**src/tbem_pkg.sv**
```systemverilog
// Shared constants, codes and types of the token budget event mailbox.
package tbem_pkg;

  localparam int unsigned QUEUE_DEPTH      = 16;
  localparam int unsigned TAG_BITS         = 32;
  localparam int unsigned MAX_DELTA_TOKENS = 4095;

  localparam int unsigned TOK_W   = 12;
  localparam int unsigned CODE_W  = 16;
  localparam int unsigned BUDGET_W = 16;
  localparam int unsigned MAXE_W  = 5;
  localparam int unsigned CFG_IDX_W  = 2;
  localparam int unsigned CFG_DATA_W = 16;

  localparam int unsigned IDX_W = (QUEUE_DEPTH > 1) ? $clog2(QUEUE_DEPTH) : 1;
  localparam int unsigned CNT_W = $clog2(QUEUE_DEPTH + 1);
  localparam int unsigned CMP_W = (CNT_W > MAXE_W) ? CNT_W : MAXE_W;
  localparam int unsigned ENTRY_W = TOK_W + TAG_BITS;

  localparam logic [MAXE_W-1:0]   MAX_ENTRIES_RST = MAXE_W'(16);
  localparam logic [BUDGET_W-1:0] MAX_TOKENS_RST  = BUDGET_W'(4096);

  typedef enum logic [1:0] {
    ACT_PUSH_DELTA    = 2'd0,
    ACT_PUSH_TERMINAL = 2'd1,
    ACT_POP           = 2'd2,
    ACT_CLOSE         = 2'd3
  } action_e;

  typedef enum logic [2:0] {
    ST_ACCEPTED = 3'd0,
    ST_REFUSED  = 3'd1,
    ST_DELTA    = 3'd2,
    ST_TERMINAL = 3'd3,
    ST_CLOSED   = 3'd4,
    ST_NOTHING  = 3'd5
  } status_e;

  typedef enum logic [CFG_IDX_W-1:0] {
    REG_MAX_ENTRIES = 2'd0,
    REG_MAX_TOKENS  = 2'd1
  } reg_idx_e;

  typedef enum logic [1:0] {
    S_IDLE = 2'b01,
    S_EXEC = 2'b10
  } state_e;

endpackage

```
**src/token_budget_event_mailbox.sv**
```systemverilog
// Token budget event mailbox: bounded delta queue in a RAM, terminal slot and flags.
//
//  channel  direction  handshake               payload
//  -------  ---------  ----------------------  ------------------------------------------
//  in       input      in_valid_i / in_stall_o  action, token_count, delta_tag, terminal_code
//  out      output     out_valid_o / out_stall_i status, counts, tag, terminal code, lease
//  cfg      input      cfg_valid_i / cfg_ready_o cfg_index_i, cfg_data_i
//
// In the cycle a word is taken the head entry of the queue RAM is read; in the execute
// state the result is formed from the registered read data and a pushed delta is written
// at the tail, so one word is in flight at a time.
// The execute cycle stretches for as long as the output register holds an untaken word.
// Reset clears all pointers, counters and flags; the queue RAM is not cleared, since
// the entry count keeps every read on entries that were written before.
// The configuration port is always ready and takes writes in any cycle.
module token_budget_event_mailbox (
  input  logic                                  clk_i,
  input  logic                                  rst_ni,
  input  logic                                  in_valid_i,
  output logic                                  in_stall_o,
  input  logic [1:0]                            action_i,
  input  logic [tbem_pkg::TOK_W-1:0]            token_count_i,
  input  logic [tbem_pkg::TAG_BITS-1:0]         delta_tag_i,
  input  logic [tbem_pkg::CODE_W-1:0]           terminal_code_i,
  output logic                                  out_valid_o,
  input  logic                                  out_stall_i,
  output logic [2:0]                            status_o,
  output logic [tbem_pkg::TOK_W-1:0]            out_token_count_o,
  output logic [tbem_pkg::TAG_BITS-1:0]         out_tag_o,
  output logic [tbem_pkg::CODE_W-1:0]           out_terminal_code_o,
  output logic                                  lease_release_o,
  input  logic                                  cfg_valid_i,
  output logic                                  cfg_ready_o,
  input  logic [tbem_pkg::CFG_IDX_W-1:0]        cfg_index_i,
  input  logic [tbem_pkg::CFG_DATA_W-1:0]       cfg_data_i
);

  localparam int unsigned IDX_W    = tbem_pkg::IDX_W;
  localparam int unsigned CNT_W    = tbem_pkg::CNT_W;
  localparam int unsigned CMP_W    = tbem_pkg::CMP_W;
  localparam int unsigned TOK_W    = tbem_pkg::TOK_W;
  localparam int unsigned TAG_W    = tbem_pkg::TAG_BITS;
  localparam int unsigned CODE_W   = tbem_pkg::CODE_W;
  localparam int unsigned BUDGET_W = tbem_pkg::BUDGET_W;
  localparam int unsigned MAXE_W   = tbem_pkg::MAXE_W;
  localparam int unsigned ENTRY_W  = tbem_pkg::ENTRY_W;
  localparam int unsigned DEPTH    = tbem_pkg::QUEUE_DEPTH;

  // Configuration registers.
  logic [MAXE_W-1:0]   max_entries_q;
  logic [BUDGET_W-1:0] max_tokens_q;

  // Control state.
  tbem_pkg::state_e    state_q, state_d;
  logic [IDX_W-1:0]    head_q, head_d;
  logic [CNT_W-1:0]    count_q, count_d;
  logic [BUDGET_W-1:0] queued_q, queued_d;
  logic                term_pending_q, term_pending_d;
  logic                term_committed_q, term_committed_d;
  logic                closed_q, closed_d;
  logic [CODE_W-1:0]   term_value_q, term_value_d;

  // The word being executed.
  tbem_pkg::action_e   act_q;
  logic [TOK_W-1:0]    tok_q;
  logic [TAG_W-1:0]    tag_q;
  logic [CODE_W-1:0]   code_q;

  // Queue RAM with a registered read port.
  logic [ENTRY_W-1:0]  mem [DEPTH];
  logic [ENTRY_W-1:0]  rdata_q;
  logic                mem_we;
  logic [IDX_W-1:0]    tail_idx;

  // Output register.
  logic                out_valid_q;
  tbem_pkg::status_e   status_q, status_d;
  logic [TOK_W-1:0]    otok_q, otok_d;
  logic [TAG_W-1:0]    otag_q, otag_d;
  logic [CODE_W-1:0]   ocode_q, ocode_d;
  logic                olease_q, olease_d;

  logic                in_accept;
  logic                complete;
  logic [CMP_W-1:0]    entry_limit;
  logic [BUDGET_W-1:0] room;
  logic [IDX_W:0]      tail_sum;
  logic [TOK_W-1:0]    head_tok;
  logic [TAG_W-1:0]    head_tag;
  logic [BUDGET_W-1:0] head_tok_ext;
  logic [BUDGET_W-1:0] push_tok_ext;

  assign in_stall_o  = (state_q != tbem_pkg::S_IDLE);
  assign in_accept   = in_valid_i && !in_stall_o;
  assign complete    = (state_q == tbem_pkg::S_EXEC) && (!out_valid_q || !out_stall_i);
  assign cfg_ready_o = 1'b1;

  // Configuration writes; an index beyond the list is ignored.
  always_ff @(posedge clk_i or negedge rst_ni) begin
    if (!rst_ni) begin
      max_entries_q <= tbem_pkg::MAX_ENTRIES_RST;
      max_tokens_q  <= tbem_pkg::MAX_TOKENS_RST;
    end else if (cfg_valid_i && cfg_ready_o) begin
      unique case (cfg_index_i)
        tbem_pkg::REG_MAX_ENTRIES: max_entries_q <= cfg_data_i[MAXE_W-1:0];
        tbem_pkg::REG_MAX_TOKENS:  max_tokens_q  <= cfg_data_i[BUDGET_W-1:0];
        default: ;
      endcase
    end
  end

  // Queue RAM: the head is read when a word is taken, the tail written when an accepted push completes.
  always_ff @(posedge clk_i) begin
    if (mem_we) begin
      mem[tail_idx] <= {tok_q, tag_q};
    end
  end

  always_ff @(posedge clk_i) begin
    if (in_accept) begin
      rdata_q <= mem[head_q];
    end
  end

  // Payload of the word in flight.
  always_ff @(posedge clk_i) begin
    if (in_accept) begin
      act_q  <= tbem_pkg::action_e'(action_i);
      tok_q  <= token_count_i;
      tag_q  <= delta_tag_i;
      code_q <= terminal_code_i;
    end
  end

  assign head_tok     = rdata_q[ENTRY_W-1:TAG_W];
  assign head_tag     = rdata_q[TAG_W-1:0];
  assign head_tok_ext = BUDGET_W'(head_tok);
  assign push_tok_ext = BUDGET_W'(tok_q);

  // Lower of the configured entry limit and the RAM depth.
  assign entry_limit = (CMP_W'(max_entries_q) > CMP_W'(DEPTH)) ? CMP_W'(DEPTH)
                                                               : CMP_W'(max_entries_q);
  assign room = (max_tokens_q > queued_q) ? (max_tokens_q - queued_q) : '0;

  // Tail sits count entries after the head, wrapping at the depth.
  assign tail_sum = (IDX_W+1)'(head_q) + (IDX_W+1)'(count_q);
  assign tail_idx = (tail_sum >= (IDX_W+1)'(DEPTH)) ? IDX_W'(tail_sum - (IDX_W+1)'(DEPTH))
                                                    : IDX_W'(tail_sum);

  always_comb begin
    head_d           = head_q;
    count_d          = count_q;
    queued_d         = queued_q;
    term_pending_d   = term_pending_q;
    term_committed_d = term_committed_q;
    closed_d         = closed_q;
    term_value_d     = term_value_q;
    status_d         = tbem_pkg::ST_REFUSED;
    otok_d           = '0;
    otag_d           = '0;
    ocode_d          = '0;
    olease_d         = 1'b0;
    mem_we           = 1'b0;
    unique case (act_q)
      tbem_pkg::ACT_PUSH_DELTA: begin
        if (tok_q != '0 && tok_q <= TOK_W'(tbem_pkg::MAX_DELTA_TOKENS)
            && !closed_q && !term_committed_q
            && CMP_W'(count_q) < entry_limit
            && push_tok_ext <= room) begin
          mem_we   = complete;
          count_d  = count_q + CNT_W'(1);
          queued_d = queued_q + push_tok_ext;
          status_d = tbem_pkg::ST_ACCEPTED;
        end
      end
      tbem_pkg::ACT_PUSH_TERMINAL: begin
        if (!closed_q && !term_committed_q) begin
          term_pending_d   = 1'b1;
          term_committed_d = 1'b1;
          term_value_d     = code_q;
          olease_d         = 1'b1;
          status_d         = tbem_pkg::ST_ACCEPTED;
        end
      end
      tbem_pkg::ACT_POP: begin
        if (count_q != '0) begin
          otok_d   = head_tok;
          otag_d   = head_tag;
          head_d   = (head_q == IDX_W'(DEPTH - 1)) ? '0 : head_q + IDX_W'(1);
          count_d  = count_q - CNT_W'(1);
          queued_d = (queued_q >= head_tok_ext) ? queued_q - head_tok_ext : '0;
          status_d = tbem_pkg::ST_DELTA;
        end else if (term_pending_q) begin
          ocode_d        = term_value_q;
          term_pending_d = 1'b0;
          closed_d       = 1'b1;
          status_d       = tbem_pkg::ST_TERMINAL;
        end else if (closed_q) begin
          status_d = tbem_pkg::ST_CLOSED;
        end else begin
          status_d = tbem_pkg::ST_NOTHING;
        end
      end
      tbem_pkg::ACT_CLOSE: begin
        closed_d = 1'b1;
        status_d = tbem_pkg::ST_ACCEPTED;
      end
      default: ;
    endcase
  end

  always_comb begin
    state_d = state_q;
    unique case (state_q)
      tbem_pkg::S_IDLE: if (in_accept) state_d = tbem_pkg::S_EXEC;
      tbem_pkg::S_EXEC: if (complete)  state_d = tbem_pkg::S_IDLE;
      default:          state_d = tbem_pkg::S_IDLE;
    endcase
  end

  always_ff @(posedge clk_i or negedge rst_ni) begin
    if (!rst_ni) begin
      state_q          <= tbem_pkg::S_IDLE;
      head_q           <= '0;
      count_q          <= '0;
      queued_q         <= '0;
      term_pending_q   <= 1'b0;
      term_committed_q <= 1'b0;
      closed_q         <= 1'b0;
      term_value_q     <= '0;
      out_valid_q      <= 1'b0;
    end else begin
      state_q <= state_d;
      if (complete) begin
        head_q           <= head_d;
        count_q          <= count_d;
        queued_q         <= queued_d;
        term_pending_q   <= term_pending_d;
        term_committed_q <= term_committed_d;
        closed_q         <= closed_d;
        term_value_q     <= term_value_d;
        out_valid_q      <= 1'b1;
      end else if (!out_stall_i) begin
        out_valid_q <= 1'b0;
      end
    end
  end

  // Result word; it is only loaded when the register is empty or being taken.
  always_ff @(posedge clk_i) begin
    if (complete) begin
      status_q <= status_d;
      otok_q   <= otok_d;
      otag_q   <= otag_d;
      ocode_q  <= ocode_d;
      olease_q <= olease_d;
    end
  end

  assign out_valid_o         = out_valid_q;
  assign status_o            = status_q;
  assign out_token_count_o   = otok_q;
  assign out_tag_o           = otag_q;
  assign out_terminal_code_o = ocode_q;
  assign lease_release_o     = olease_q;

  // The queue never holds more entries than the RAM has rows.
  assert property (@(posedge clk_i) disable iff (!rst_ni)
    CNT_W'(count_q) <= CNT_W'(DEPTH))
    else $error("entry count exceeds queue depth");

  // The token sum is exact, so an empty queue carries no tokens.
  assert property (@(posedge clk_i) disable iff (!rst_ni)
    (count_q == '0) |-> (queued_q == '0))
    else $error("tokens left over in an empty queue");

  // Handing out the terminal closes the mailbox.
  assert property (@(posedge clk_i) disable iff (!rst_ni)
    (complete && status_d == tbem_pkg::ST_TERMINAL) |=> closed_q)
    else $error("mailbox not closed after terminal pop");

  // A lease release only goes with an accepted terminal.
  assert property (@(posedge clk_i) disable iff (!rst_ni)
    (out_valid_q && olease_q) |-> (status_q == tbem_pkg::ST_ACCEPTED))
    else $error("lease release without accepted status");

  // A taken word is executed in the following cycle.
  assert property (@(posedge clk_i) disable iff (!rst_ni)
    in_accept |=> (state_q == tbem_pkg::S_EXEC))
    else $error("taken word not executed");

endmodule

```
**config.mk**
```make
export PLATFORM = sky130hd
export DESIGN_NAME = token_budget_event_mailbox
export DESIGN_NICKNAME = d
export VERILOG_FILES = /design/src/tbem_pkg.sv /design/src/token_budget_event_mailbox.sv
export SDC_FILE = /design/constraint.sdc
export NUM_CORES = 1
export LEC_CHECK = 0
export BUFFER_PORTS_ARGS = -buffer_cell sky130_fd_sc_hd__buf_2
export CORE_ASPECT_RATIO = 2
export CORE_UTILIZATION = 29
export CTS_CLUSTER_SIZE = 40
export DETAILED_ROUTE_END_ITERATION = 10
export HOLD_SLACK_MARGIN = 0.1
export PLACE_DENSITY_LB_ADDON = 0.08
export SLEW_MARGIN = 20
export SYNTH_ARGS = -nofsm -noshare
export SYNTH_HDL_FRONTEND = slang
export SYNTH_SLANG_ARGS = --single-unit
```
**constraint.sdc**
```tcl
create_clock -name clk_i -period 8.6 [get_ports clk_i]
set_clock_uncertainty 0.2 [all_clocks]
set_input_delay 2.15 -clock clk_i [delete_from_list [all_inputs] [get_ports clk_i]]
set_output_delay 2.15 -clock clk_i [all_outputs]
set_load 0.005 [all_outputs]
```
# Word level (Yosys, flattened, before mapping)
# Memory sizes are Yosys's and may differ from the RTL's. A register that Yosys moved wholly into a read port is not among the register bits.
# Cells that the tools add are included.
# Widths: inputs -> output; s select.
# classes
n_addsub	8
order_cmp	7
eq_ne	16
mux	33
bitwise_logic	2
n_reduce_logical	31
# ops
op	count
$mux 16	4
$pmux 16 s2	1
$add 16x12->16	1
$ge 16x12->1	1
$gt 16x16->1	1
$le 12x16->1	1
$sub 16x12->16	1
$sub 16x16->16	1
$mux 5	3
$mux 1	14
$ne 2x2->1 const B	7
$le 12x12->1 const B	1
$pmux 3 s4	1
$reduce_and 4->1	3
$reduce_bool 12->1	1
$pmux 5 s2	1
$logic_and 1x1->1	8
$mux 4	2
$reduce_and 2->1	4
$eq 2x1->1 const B	3
$eq 2x2->1 const B	3
$mux 3	2
$reduce_and 3->1	2
$reduce_bool 2->1	3
other kinds (19)	28
# word_totals
regBits	194
mem_bits_rw	704
input_bits	85
wordCells	118
memories	1
# mem_list
memory	depth	word_bits	rd	rd_clocked_by_memory_dff	wr	line_no	text
mem	16	44	1	1	1	token_budget_event_mailbox.sv:70	logic [ENTRY_W-1:0] mem [DEPTH];

# Longest topological paths before layout
# depth
word_depth	10
depth_mapped	22
depth_no_buf	20

# Worst setup path before layout
# No wires, ideal clock.
# synth_path
kind	input to register
start	input in_valid_i
end	register act_q[0], enable pin
setup_ns	0.572
arrival_ns	6.578
required_ns	7.828
slack_ns	1.250
path_stages	2
n_path_buf	0
path_cell_list	inv_1 -> nor2_1
# synth_via
elab_chain_cells	1
# synth_lines
element	line_no	text
start, declared	token_budget_event_mailbox.sv:19	input logic in_valid_i,
$logic_and 1x1->1	token_budget_event_mailbox.sv:94	assign in_accept = in_valid_i && !in_stall_o;
via in_accept	token_budget_event_mailbox.sv:83	logic in_accept;
end signal, assigned	token_budget_event_mailbox.sv:128	act_q <= tbem_pkg::action_e'(action_i);
end, declared	token_budget_event_mailbox.sv:64	tbem_pkg::action_e act_q;
# The timed path passes the listed nets, and every way through them passes these cells.
# A chain may end at the register's enable or synchronous reset.

# Final worst setup path
# layout_path
start	register max_tokens_q[0]
end	memory mem[8][6] (netlist bit), enable pin
# layout_via
elab_chain_cells	8
word_cells_on_any_way	9
classes_between	1 x add/sub; 2 x order compare; 5 x mux; 1 x reduce/logical
# layout_lines
element	line_no	text
start, declared	token_budget_event_mailbox.sv:51	logic [BUDGET_W-1:0] max_tokens_q;
start signal, assigned	token_budget_event_mailbox.sv:102	max_tokens_q <= tbem_pkg::MAX_TOKENS_RST;
start signal, assigned	token_budget_event_mailbox.sv:106	tbem_pkg::REG_MAX_TOKENS: max_tokens_q <= cfg_data_i[BUDGET_W-1:0];
$sub 16x16->16 or $gt 16x16->1 (tied branches)	token_budget_event_mailbox.sv:143	assign room = (max_tokens_q > queued_q) ? (max_tokens_q - queued_q) : '0;
$mux 16 (*)	token_budget_event_mailbox.sv:143	
$le 12x16->1 (*)	token_budget_event_mailbox.sv:169	&& push_tok_ext <= room) begin
$logic_and 1x1->1 (*)	token_budget_event_mailbox.sv:169	
$mux 1 (*)	token_budget_event_mailbox.sv:166	if (tok_q != '0 && tok_q <= TOK_W'(tbem_pkg::MAX_DELTA_TOKENS)
$mux 1 (*)	token_budget_event_mailbox.sv:164	unique case (act_q)
$mux 1 (*)	token_budget_event_mailbox.sv:114	if (mem_we) begin
$mux 1 (not written as such) (*)	token_budget_event_mailbox.sv:115	mem[tail_idx] <= {tok_q, tag_q};
end, declared	token_budget_event_mailbox.sv:70	
# Mark *: on every way between the ends. The rest lies on a longest branch, timed or not.

==> impl_metrics.ini <==
[run_status]
run_status = complete, no violations

[cts]
clock-root-buffer = sky130_fd_sc_hd__clkbuf_16
h_tree_depth = 3
tritoncts_num_sinks = 942
max-clock-path-buffers = 3
cts_made_buffers = 93
cts.reportedPaths.clkPinSlew_ps = 70
holdBufCountCts = 0
cts_repair_resize_count = 0
tritoncts = done
post_cts_buffers = 0
clock_insertion_delay_worst_skew_ps = 690

[floorplanning]
floorplan.io_pins = 152
die-height_um = 512
fp.coreArea_um2 = 129000
die-area_um2 = 131000
initial_utilization_pct = 29.3
die_x_um = 257
count_of_standard_cell_rows = 186

[synthesis]
synth_area_leader_cell = sky130_fd_sc_hd__edfxtp_1
yosysSeqAreaShare_pct = 74.2
syn-instance-count = 1863
synthTopCellsByCount = sky130_fd_sc_hd__edfxtp_1, sky130_fd_sc_hd__mux4_2, sky130_fd_sc_hd__ha_1
synth_area_per_cell_um2 = 20.2
async_flop_share_pct = 7.22
synth_warnings = 0
syn-num-nets = 2020
post_synth_edffs = 874
most_instantiated_library_cell_after_synthesis = sky130_fd_sc_hd__edfxtp_1
synth_top_area_share_pct = 69.6
synthDistinctLibCells = 72
ys_ff_latch = 942
dominantRegCellSynth = sky130_fd_sc_hd__edfxtp_1
netlist_top_cells_area = sky130_fd_sc_hd__edfxtp_1, sky130_fd_sc_hd__mux4_2, sky130_fd_sc_hd__dfrtp_1
syn_area_um2 = 37700

[finish]
area_growth_syn_to_layout_pct = 16.4
fin_area_um2 = 43900
finish.cell_count_without_fillers = 3848
drive_gt1_share_pct = 29.3
multi_input_comb_area_um2 = 9350
seq_area_um2 = 28000
nNetsFinal = 2233
fillers = 12100

[power]
internal-power_mw = 8.90
power.clock.fraction_pct = 33.3
power.combinational.fraction_pct = 23.0
leakage_nw = 14.5
design_power_total_mw = 12.5
power.switching_fraction_pct = 28.9
vdd_ir_drop_max_mv = 0.179
netSwitchingPower_mw = 3.62
power.sequential.fraction_pct = 43.7
p_per_area_nw_per_um2 = 285

[global_routing]
grt_pass1_vias = 20600
grt_util_overall_pct = 16.0
grt_pass1_wl_mm = 150
grt_antenna_before_repair = 3
grt_remaining_overflow = 0
maximum_number_of_pins_on_one_net_before_global_route_repair = 101

[route]
detailed_route_wire_length_on_metal_1_mm = 38.8
drtIter0Drc = 1110
met2RoutedLength_mm = 58.5
drt-pass1-iter-count = 7
avgRoutedWirePerCell_um = 27.0
met3_length_mm = 3.43
viasPerCell = 4.81
detail_route.wirelength_mm = 104
dr_total_vias = 18500
remaining_drc_errors = 0
highest-signal-layer = met4
ant_nets = 0

[flow_run]
maxCapViolations = 0

[placed_design]
placed_cells_incl_taps = 3673
dp.final_hpwl_mm = 62.1
port-buffer-count = 150
dp_worst_setup_slack_ps = 2040
gpl.final_weighted_congestion = 0.829
place_area_um2 = 40800

[sta]
fin_tns_setup_ps = 0
max_slew.worst_pin.slew_ps = 1010
timing.final.setup_violations = 0
hold_violations = 0
finalMaxSlewViolations = 0
fmaxAchievable_mhz = 162
final_min_period_over_clock_period_pct = 71.9
post-route-worst-setup-slack_ps = 2410
layout_min_cycle_time_ps = 6190
rsz_0062_raised_after_global_routing = no
slew_headroom_pct = 32.7

[worst_setup_path]
path_max_fanout = 44
setup.worst_path.class = register to register
cp-end-kind = register
critPathArrivalTime_ps = 6290
cp-start-kind = register
worst-endpoint-required_ps = 8700

[hold_path]
worstHoldPathType = register to register
==> metrics by stage <==
step | hold WS (ps) | utilization [%]
finish | 278 | 34.1
global route | 298 | 34.1
CTS | 285 | 34.1
detailed placement | 268 | 31.7
global placement | 264 | 31.7
floorplan | 255 | -
==> final timing paths <==
path	slack (ps)	from	to	depth (start not counted)
max	2410	max_tokens_q[0]$_DFFE_PN0P_	mem[8][6]$_DFFE_PP_	22
min	280	code_q[10]$_DFFE_PP_	term_value_q[10]$_DFFE_PN0P_	1
max reg2reg	2410	max_tokens_q[0]$_DFFE_PN0P_	mem[8][6]$_DFFE_PP_	22
min reg2reg	280	code_q[10]$_DFFE_PP_	term_value_q[10]$_DFFE_PN0P_	1
max in group asynchronous	5880	rst_ni	head_q[1]$_DFFE_PN0P_	2
min in group asynchronous	1070	rst_ni	max_tokens_q[8]$_DFFE_PN0P_	1
==> kinds of logic after synthesis <==
group / count (synthesis) / share of synthesized area (%)
AO/OA/AOI/OAI: 160 / 2.92
buffers and inverters: 129 / 1.36
adder cells (fa/ha/maj): 72 / 2.49
XOR/XNOR: 36 / 0.837
other: 1 / 0.00995
AND/OR/NAND/NOR: 250 / 3.49
multiplexers: 273 / 14.7
flip-flops: 942 / 74.2
==> power by group through the flow <==
stage | clock network, mW | registers (mW) | logic (mW)
floorplan | 0 | 5.42 | 2.14
CTS | 4.32 | 5.48 | 2.98
detailed placement | 0 | 5.58 | 2.96
global placement | 0 | 5.57 | 2.97
global route | 4.46 | 5.50 | 3.15
finish | 4.17 | 5.47 | 2.88
==> critical path, cell delays in order (launching register included) <==
cell and delay, ps:
sky130_fd_sc_hd__dfrtp_1 370, sky130_fd_sc_hd__inv_1 60, sky130_fd_sc_hd__ha_1 160, sky130_fd_sc_hd__inv_1 50, sky130_fd_sc_hd__fa_1 420, sky130_fd_sc_hd__a211o_1 340, sky130_fd_sc_hd__a21oi_1 230, sky130_fd_sc_hd__o21ai_0 190
sky130_fd_sc_hd__a21o_1 210, sky130_fd_sc_hd__a21oi_1 160, sky130_fd_sc_hd__xnor2_1 130, sky130_fd_sc_hd__nand2_1 80, sky130_fd_sc_hd__ha_1 330, sky130_fd_sc_hd__nand4_1 180, sky130_fd_sc_hd__or3_1 440, sky130_fd_sc_hd__o21ai_0 120
sky130_fd_sc_hd__and2_1 180, sky130_fd_sc_hd__o21ai_0 80, sky130_fd_sc_hd__a211oi_1 240, sky130_fd_sc_hd__buf_4 220, sky130_fd_sc_hd__or3b_1 530, sky130_fd_sc_hd__nor2_4 120, sky130_fd_sc_hd__buf_4 650
==> sequential cells by signal, indices dropped and copies added (netlist names), 2 cells and up <==
register and cells:
act_q 2, code_q 16, count_q 5, head_q 4
max_entries_q 5, max_tokens_q 16, mem 704, out_tag_o 32
out_terminal_code_o 16, out_token_count_o 12, queued_q 16, rdata_q 44
state_q 2, status_o 3, tag_q 32, term_value_q 16
tok_q 12
==> final cells by class <==
cell class / instances / share of cell area (%)
antenna: 2 / 0.0114
clock buffer: 113 / 5.48
clock inverter: 60 / 1.46
inverter: 56 / 0.485
multi-input combinational: 792 / 21.3
sequential: 942 / 63.7
tap: 1692 / 4.83
timing repair buffer: 191 / 2.68
==> placed cells by master, fill, tap and decap left out, drive strengths merged, types with 5 or more instances in the layout <==
cell type  instances
edfxtp           874
mux4             220
buf              191
clkbuf           113
ha                67
dfrtp             65
inv               62
mux2              48
nor2              46
nand2             42
a21oi             39
clkinv            39
and3              38
nor3              29
o21ai             25
xnor2             25
and2              22
a21o              19
nand3             17
nand2b            11
xor2              11
bufinv            11
nand4             10
nor2b             10
a211oi             8
o211ai             7
o21a               7
o22ai              7
nor4               6
a31oi              6
or3                5
mux2i              5
fa                 5
==> layer usage <==
metal  vias to the layer above  GRT usage [%]
met2                       411           30.7
met5                         -              0
met4                         0           5.63
li1                       8050              -
met3                       154           2.36
met1                      9888           17.6
Power figures use the tool's default switching activity.
